**src/hw/rtl/mie_pkg.sv**
```systemverilog
// ----------------------------------------------------------------------------
// mie_pkg: shared types and constants of the MIPS32 integer execute block
// Instruction codes, memory geometry and controller/datapath interface types.
// ----------------------------------------------------------------------------
`timescale 1ns / 1ps
`default_nettype none

package mie_pkg;

  localparam int DMEM_BYTES = 4096;
  localparam int DMEM_ROWS  = DMEM_BYTES / 4;
  localparam int ROW_W      = $clog2(DMEM_ROWS);
  localparam int ADDR_W     = $clog2(DMEM_BYTES);

  localparam int IN_W  = 80;
  localparam int OUT_W = 208;

  localparam logic [31:0] START_PC_RESET = 32'h0040_0000;
  localparam logic [31:0] SYSCALL_EXIT   = 32'h0000_000A;
  localparam logic [4:0]  REG_V0         = 5'd2;
  localparam logic [4:0]  REG_RA         = 5'd31;

  // opcodes
  localparam logic [5:0] OP_SPECIAL = 6'd0;
  localparam logic [5:0] OP_REGIMM  = 6'd1;
  localparam logic [5:0] OP_J       = 6'd2;
  localparam logic [5:0] OP_JAL     = 6'd3;
  localparam logic [5:0] OP_BEQ     = 6'd4;
  localparam logic [5:0] OP_BNE     = 6'd5;
  localparam logic [5:0] OP_BLEZ    = 6'd6;
  localparam logic [5:0] OP_BGTZ    = 6'd7;
  localparam logic [5:0] OP_ADDI    = 6'd8;
  localparam logic [5:0] OP_ADDIU   = 6'd9;
  localparam logic [5:0] OP_SLTI    = 6'd10;
  localparam logic [5:0] OP_SLTIU   = 6'd11;
  localparam logic [5:0] OP_ANDI    = 6'd12;
  localparam logic [5:0] OP_ORI     = 6'd13;
  localparam logic [5:0] OP_XORI    = 6'd14;
  localparam logic [5:0] OP_LUI     = 6'd15;
  localparam logic [5:0] OP_LB      = 6'd32;
  localparam logic [5:0] OP_LH      = 6'd33;
  localparam logic [5:0] OP_LW      = 6'd35;
  localparam logic [5:0] OP_LBU     = 6'd36;
  localparam logic [5:0] OP_LHU     = 6'd37;
  localparam logic [5:0] OP_SB      = 6'd40;
  localparam logic [5:0] OP_SH      = 6'd41;
  localparam logic [5:0] OP_SW      = 6'd43;

  // SPECIAL function codes
  localparam logic [5:0] FN_SLL     = 6'd0;
  localparam logic [5:0] FN_SRL     = 6'd2;
  localparam logic [5:0] FN_SRA     = 6'd3;
  localparam logic [5:0] FN_SLLV    = 6'd4;
  localparam logic [5:0] FN_SRLV    = 6'd6;
  localparam logic [5:0] FN_SRAV    = 6'd7;
  localparam logic [5:0] FN_JR      = 6'd8;
  localparam logic [5:0] FN_JALR    = 6'd9;
  localparam logic [5:0] FN_SYSCALL = 6'd12;
  localparam logic [5:0] FN_MFHI    = 6'd16;
  localparam logic [5:0] FN_MTHI    = 6'd17;
  localparam logic [5:0] FN_MFLO    = 6'd18;
  localparam logic [5:0] FN_MTLO    = 6'd19;
  localparam logic [5:0] FN_MULT    = 6'd24;
  localparam logic [5:0] FN_MULTU   = 6'd25;
  localparam logic [5:0] FN_DIV     = 6'd26;
  localparam logic [5:0] FN_DIVU    = 6'd27;
  localparam logic [5:0] FN_ADD     = 6'd32;
  localparam logic [5:0] FN_ADDU    = 6'd33;
  localparam logic [5:0] FN_SUB     = 6'd34;
  localparam logic [5:0] FN_SUBU    = 6'd35;
  localparam logic [5:0] FN_AND     = 6'd36;
  localparam logic [5:0] FN_OR      = 6'd37;
  localparam logic [5:0] FN_XOR     = 6'd38;
  localparam logic [5:0] FN_NOR     = 6'd39;
  localparam logic [5:0] FN_SLT     = 6'd42;
  localparam logic [5:0] FN_SLTU    = 6'd43;

  // REGIMM rt codes
  localparam logic [4:0] RI_BLTZ   = 5'd0;
  localparam logic [4:0] RI_BGEZ   = 5'd1;
  localparam logic [4:0] RI_BLTZAL = 5'd16;
  localparam logic [4:0] RI_BGEZAL = 5'd17;

  typedef enum logic [1:0] {
    K_SIMPLE,
    K_LOAD,
    K_DIV
  } kind_t;

  typedef struct packed {
    logic accept;
    logic exec;
    logic load_fin;
    logic div_step;
    logic div_fin;
    logic ret_load;
    logic clr_step;
  } ctl_cmd_t;

  typedef struct packed {
    kind_t kind;
    logic  div_last;
    logic  clr_last;
  } dp_sts_t;

endpackage

`default_nettype wire

```
**src/hw/rtl/mie_ctrl.sv**
```systemverilog
// ----------------------------------------------------------------------------
// mie_ctrl: sequencing state machine
// Runs the post-reset clear, then steps one item through execute, load, divide and result hand-off.
// ----------------------------------------------------------------------------
`timescale 1ns / 1ps
`default_nettype none

module mie_ctrl
  import mie_pkg::*;
(
  input  logic     clk,
  input  logic     rst_n,
  input  logic     in_tvalid,
  output logic     in_tready,
  output logic     out_tvalid,
  input  logic     out_tready,
  input  dp_sts_t  sts,
  output ctl_cmd_t cmd
);

  typedef enum logic [2:0] {
    S_CLEAR,
    S_IDLE,
    S_EXEC,
    S_LOAD,
    S_DIV,
    S_DFIN,
    S_RET
  } state_t;

  state_t state_r;
  logic   out_vld_r;

  assign out_tvalid = out_vld_r;
  assign in_tready  = (state_r == S_IDLE);

  always_comb begin
    cmd        = '0;
    cmd.accept = in_tvalid && in_tready;
    unique case (state_r)
      S_CLEAR: cmd.clr_step = 1'b1;
      S_EXEC:  cmd.exec     = 1'b1;
      S_LOAD:  cmd.load_fin = 1'b1;
      S_DIV:   cmd.div_step = 1'b1;
      S_DFIN:  cmd.div_fin  = 1'b1;
      S_RET:   cmd.ret_load = !out_vld_r || out_tready;
      default: ;
    endcase
  end

  always_ff @(posedge clk) begin
    if (!rst_n) begin
      state_r   <= S_CLEAR;
      out_vld_r <= 1'b0;
    end else begin
      if (cmd.ret_load) begin
        out_vld_r <= 1'b1;
      end else if (out_tready) begin
        out_vld_r <= 1'b0;
      end
      unique case (state_r)
        S_CLEAR: if (sts.clr_last) state_r <= S_IDLE;
        S_IDLE:  if (cmd.accept) state_r <= S_EXEC;
        S_EXEC: begin
          unique case (sts.kind)
            K_LOAD:  state_r <= S_LOAD;
            K_DIV:   state_r <= S_DIV;
            default: state_r <= S_RET;
          endcase
        end
        S_LOAD:  state_r <= S_RET;
        S_DIV:   if (sts.div_last) state_r <= S_DFIN;
        S_DFIN:  state_r <= S_RET;
        S_RET:   if (cmd.ret_load) state_r <= S_IDLE;
        default: state_r <= S_IDLE;
      endcase
    end
  end

endmodule

`default_nettype wire

```
**config.mk**
```make
export PLATFORM = sky130hd
export DESIGN_NAME = mie_ctrl
export DESIGN_NICKNAME = d
export VERILOG_FILES = /design/src/hw/rtl/mie_pkg.sv /design/src/hw/rtl/mie_ctrl.sv
export SDC_FILE = /design/constraint.sdc
export NUM_CORES = 1
export LEC_CHECK = 0
export BUFFER_PORTS_ARGS = -buffer_cell sky130_fd_sc_hd__buf_2
export CAP_MARGIN = 30
export CELL_PAD_IN_SITES_DETAIL_PLACEMENT = 1
export CELL_PAD_IN_SITES_GLOBAL_PLACEMENT = 1
export CORE_AREA = 3 3 40 42
export CTS_BUF_LIST = sky130_fd_sc_hd__clkbuf_2
export CTS_CLUSTER_DIAMETER = 200
export DETAILED_ROUTE_END_ITERATION = 16
export DIE_AREA = 0 0 43 45
export GPL_TIMING_DRIVEN = 1
export PLACE_DENSITY = 0.65
export SYNTH_ARGS = -nofsm -noshare
export SYNTH_HDL_FRONTEND = slang
export SYNTH_SLANG_ARGS = --single-unit
export TNS_END_PERCENT = 20
```
**constraint.sdc**
```tcl
create_clock -name clk -period 1.7 [get_ports clk]
set_clock_uncertainty 0.15 [all_clocks]
set_input_delay 0.255 -clock clk [delete_from_list [all_inputs] [get_ports clk]]
set_output_delay 0.255 -clock clk [all_outputs]
set_load 0.05 [all_outputs]
```
; ---- Word-level counts from Yosys, hierarchy flattened
; Cells that the tools add are included.
[word_totals]
elab_cells = 35
out_inout_bits = 9
reg_bits = 4
input_bits = 8
[classes]
n_eq_ne = 12
n_reduce_logical = 7
muxes = 14
[ops]
columns = operator, n
row1 = $pmux W3 S6, 1
row2 = $mux W3, 4
row3 = $eq A3 B3 Y1 const B, 3
row4 = $mux W1, 8
row5 = $eq A3 B2 Y1 const B, 2
row6 = $ne A2 B2 Y1 const B, 3
row7 = $pmux W3 S2, 1
row8 = $reduce_and A4 Y1, 1
row9 = $eq A3 B1 Y1 const B, 1
row10 = $logic_not A3 Y1, 1
row11 = $eq A2 B1 Y1 const B, 1
row12 = $eq A2 B2 Y1 const B, 1
row13 = $ne A2 B1 Y1 const B, 1
row14 = $reduce_bool A2 Y1, 1
row15 = $reduce_or A2 Y1, 1
row16 = $logic_and A1 B1 Y1, 1
row17 = $logic_not A1 Y1, 1
row18 = $logic_or A1 B1 Y1, 1

; ---- Longest topological paths before layout
[logic_depth]
depth_word = 5
ltp_mapped = 4
ltp_nobuf = 3

; ---- Worst setup path after synthesis
; Ideal clock, no wire load.
[synth_timing]
kind = register to output
from = reg out_vld_r, in the netlist out_tvalid
to = out cmd[1] (netlist name)
path_stages_with_launch = 3
t_arrival_ps = 1789
path_slack_ps = -494
cell_sequence = dfxtp_1 -> nor2b_1 -> nor3_1
[synth_lines]
columns = element, line_no
row1 = start: declaration, mie_ctrl.sv:32  ; logic out_vld_r;
row2 = start signal: assignment, mie_ctrl.sv:54  ; out_vld_r <= 1'b0;
row3 = start signal: assignment, mie_ctrl.sv:57  ; out_vld_r <= 1'b1;
row4 = start signal: assignment, mie_ctrl.sv:59  ; out_vld_r <= 1'b0;
row5 = end: declaration, mie_ctrl.sv:18  ; output ctl_cmd_t cmd

==> flow_metrics.tcl <==
set metrics [dict create \
    outcome "finished clean" \
    drc_errors 0 \
    wl_per_cell_microns 11.32 \
    die_width_microns 43 \
    seq_area_sq_um 86.33 \
    cts_sinks 4 \
    hpwl_microns 611.6 \
    synthCells 34 \
    ant_nets 0 \
    critPathMaxFanout 8 \
    coreArea_sq_um 1285 \
    relSlewSlack 0.7896 \
    worst_setup_path_start_kind "flip-flop" \
    die_h_microns 45 \
    cap_violations 0 \
    min_delay_path_depth 2 \
    finalSetupViolCount 0 \
    vias_per_cell 4.721 \
    power.total_uw 351.9 \
    grt_pass1_vias 312 \
    dr.pass1.iters 3 \
    syn_to_final_growth_pct 50.69 \
    antenna_found_initial 0 \
    hold_viol 0 \
    synth.area.top_cells "dfxtp_1, nor3_1, and3_1, or3b_1, o21a_1" \
    hold_buffers 0 \
    hold_path_class "in2reg" \
    multiInputGateArea_sq_um 183.9 \
    clock_latency_ns 0.20 \
    post-route-period-util 0.9322 \
    antenna_cells 0 \
    grt_overflow_total 0 \
    numCtsBuffers 3 \
    n_fill_cell 165 \
    arrival_ns 1.18 \
    yosys_register_bits 4 \
    end_kind "output port" \
    rsz0062_at_grt "no" \
    ir_worst_vdd_mv 0.2151 \
    vias 321 \
    clk_pin_slew_ns 0.05 \
    io_buffers 16 \
    fmax_mhz 631.0 \
    fin_util 0.3184 \
    cellPowerDensity_nw_per_um2 860.2 \
    top_level_ports 17 \
    finalMaxSlewViolations 0 \
    syn_area_sq_um 271.5 \
    synth-edff-count 0 \
    start_util 0.2113 \
    worst_slew_pin_slew_ns 0.3149 \
    yosys_warnings 0 \
    async_flop_share 0 \
    syn-num-nets 42 \
    final_common_cell "buf_2" \
    grt_pass1_wl_microns 1324 \
    ys.flop_type "dfxtp_1" \
    grt_start_max_net_pins 13 \
    syn_avg_cell_area_sq_um 7.986 \
    fin_nets 63 \
    cp.required_ns 1.29 \
    final_cell_mix "buf_2, and3_1, clkbuf_2, buf_4" \
    dieArea_sq_um 1935 \
    p_leak_nw 0.1995 \
    gp_congestion 0.6794 \
    wl_microns 770 \
    synth_top_area_frac 0.2949 \
    cts_max_path_buffers 2 \
    h-tree-depth 1 \
    reg2reg_depth 3 \
    path_class "reg2out" \
    holdWs_ns 0.1723 \
    layout-drive-gt1-share 0.4906 \
    root_buffer "clkbuf_2" \
    yosysSeqAreaShare 0.2949 \
    rows 13 \
    yosys.area.top_type "dfxtp_1" \
    drtIter0Drc 2 \
    synthDistinctLibCells 21 \
    cts_tree "built" \
    grt.total_usage 0.09333 \
    layout_min_cycle_time_ns 1.585 \
]
[per-layer routing]
layer | GRT usage | part of all wire | vias up
li1 | - | - | 167
met1 | 0.1184 | 0.47 | 141
met2 | 0.1287 | 0.42 | 11
met3 | 0.03187 | 0.10 | 2
met4 | 0.07229 | 0.0078 | 0
met5 | 0 | 0 | -
[path summary, 6_finish.rpt]
check	endpoint	slack, ns	start
worst min register to register	state_r[2]	0.39	state_r[2]
worst max register to register	state_r[1]	0.35	state_r[0]
worst max-delay path	cmd[6]	0.12	state_r[1]
worst min-delay path	out_tvalid	0.17	rst_n
[power breakdown]
group,switching [mW],internal [mW]
clock,0.0378,0.0475
combinational,0.0950,0.0489
sequential,0.0192,0.104
[through the flow]
| stage | worst slack (ns) | std cells | setup TNS [ns] | instance area (sq um) |
|---|---|---|---|---|
| finish | 0.1152 | 68 | 0 | 409.1 |
| global placement | 0.1983 | 65 | 0 | 385.4 |
| detailed placement | 0.1788 | 65 | 0 | 385.4 |
| CTS | 0.04979 | 68 | 0 | 404.1 |
| floorplan | -0.3161 | 34 | -0.8771 | 281.5 |
| global route | 0.004622 | 68 | 0 | 409.1 |
[flip-flops by register name (all words and copies together) (netlist names)]
name        count
out_tvalid      1
state_r         3
[cell usage after synthesis (2+ instances only)]
cell type	instances
buf_2	2
nor3_1	4
o21a_1	2
inv_1	2
nor2_1	2
or3b_1	2
dfxtp_1	4
and3_1	3
[what timing repair did]
action / in CTS / in global routing
buffers inserted: 0 / 0
endpoints found under the setup margin: 1 / 1
gates resized for setup: 3 / 3
[cell families (layout without fill, tap and decap cells)]
kind of cell / Yosys count / after routing / share of synthesized area
buffers and inverters: 4 / 23 / 0.06453
and+or+nand+nor: 16 / 16 / 0.3411
DFF: 4 / 4 / 0.2949
AOI/OAI and AO/OA: 10 / 10 / 0.2995
[final cells by class]
type / count / area share
Clock buffer: 3 / 0.03670
Multi-Input combinational cell: 26 / 0.4495
Inverter: 2 / 0.01835
Timing Repair Buffer: 18 / 0.2385
Sequential cell: 4 / 0.2110
Tap cell: 15 / 0.04587
[critical path: stages (launching register included)]
cell	delay (ns)
dfxtp_2	0.39
inv_1	0.10
and3_1	0.16
and2_1	0.15
buf_4	0.18
Note: power is estimated with default switching activity, not from simulation.
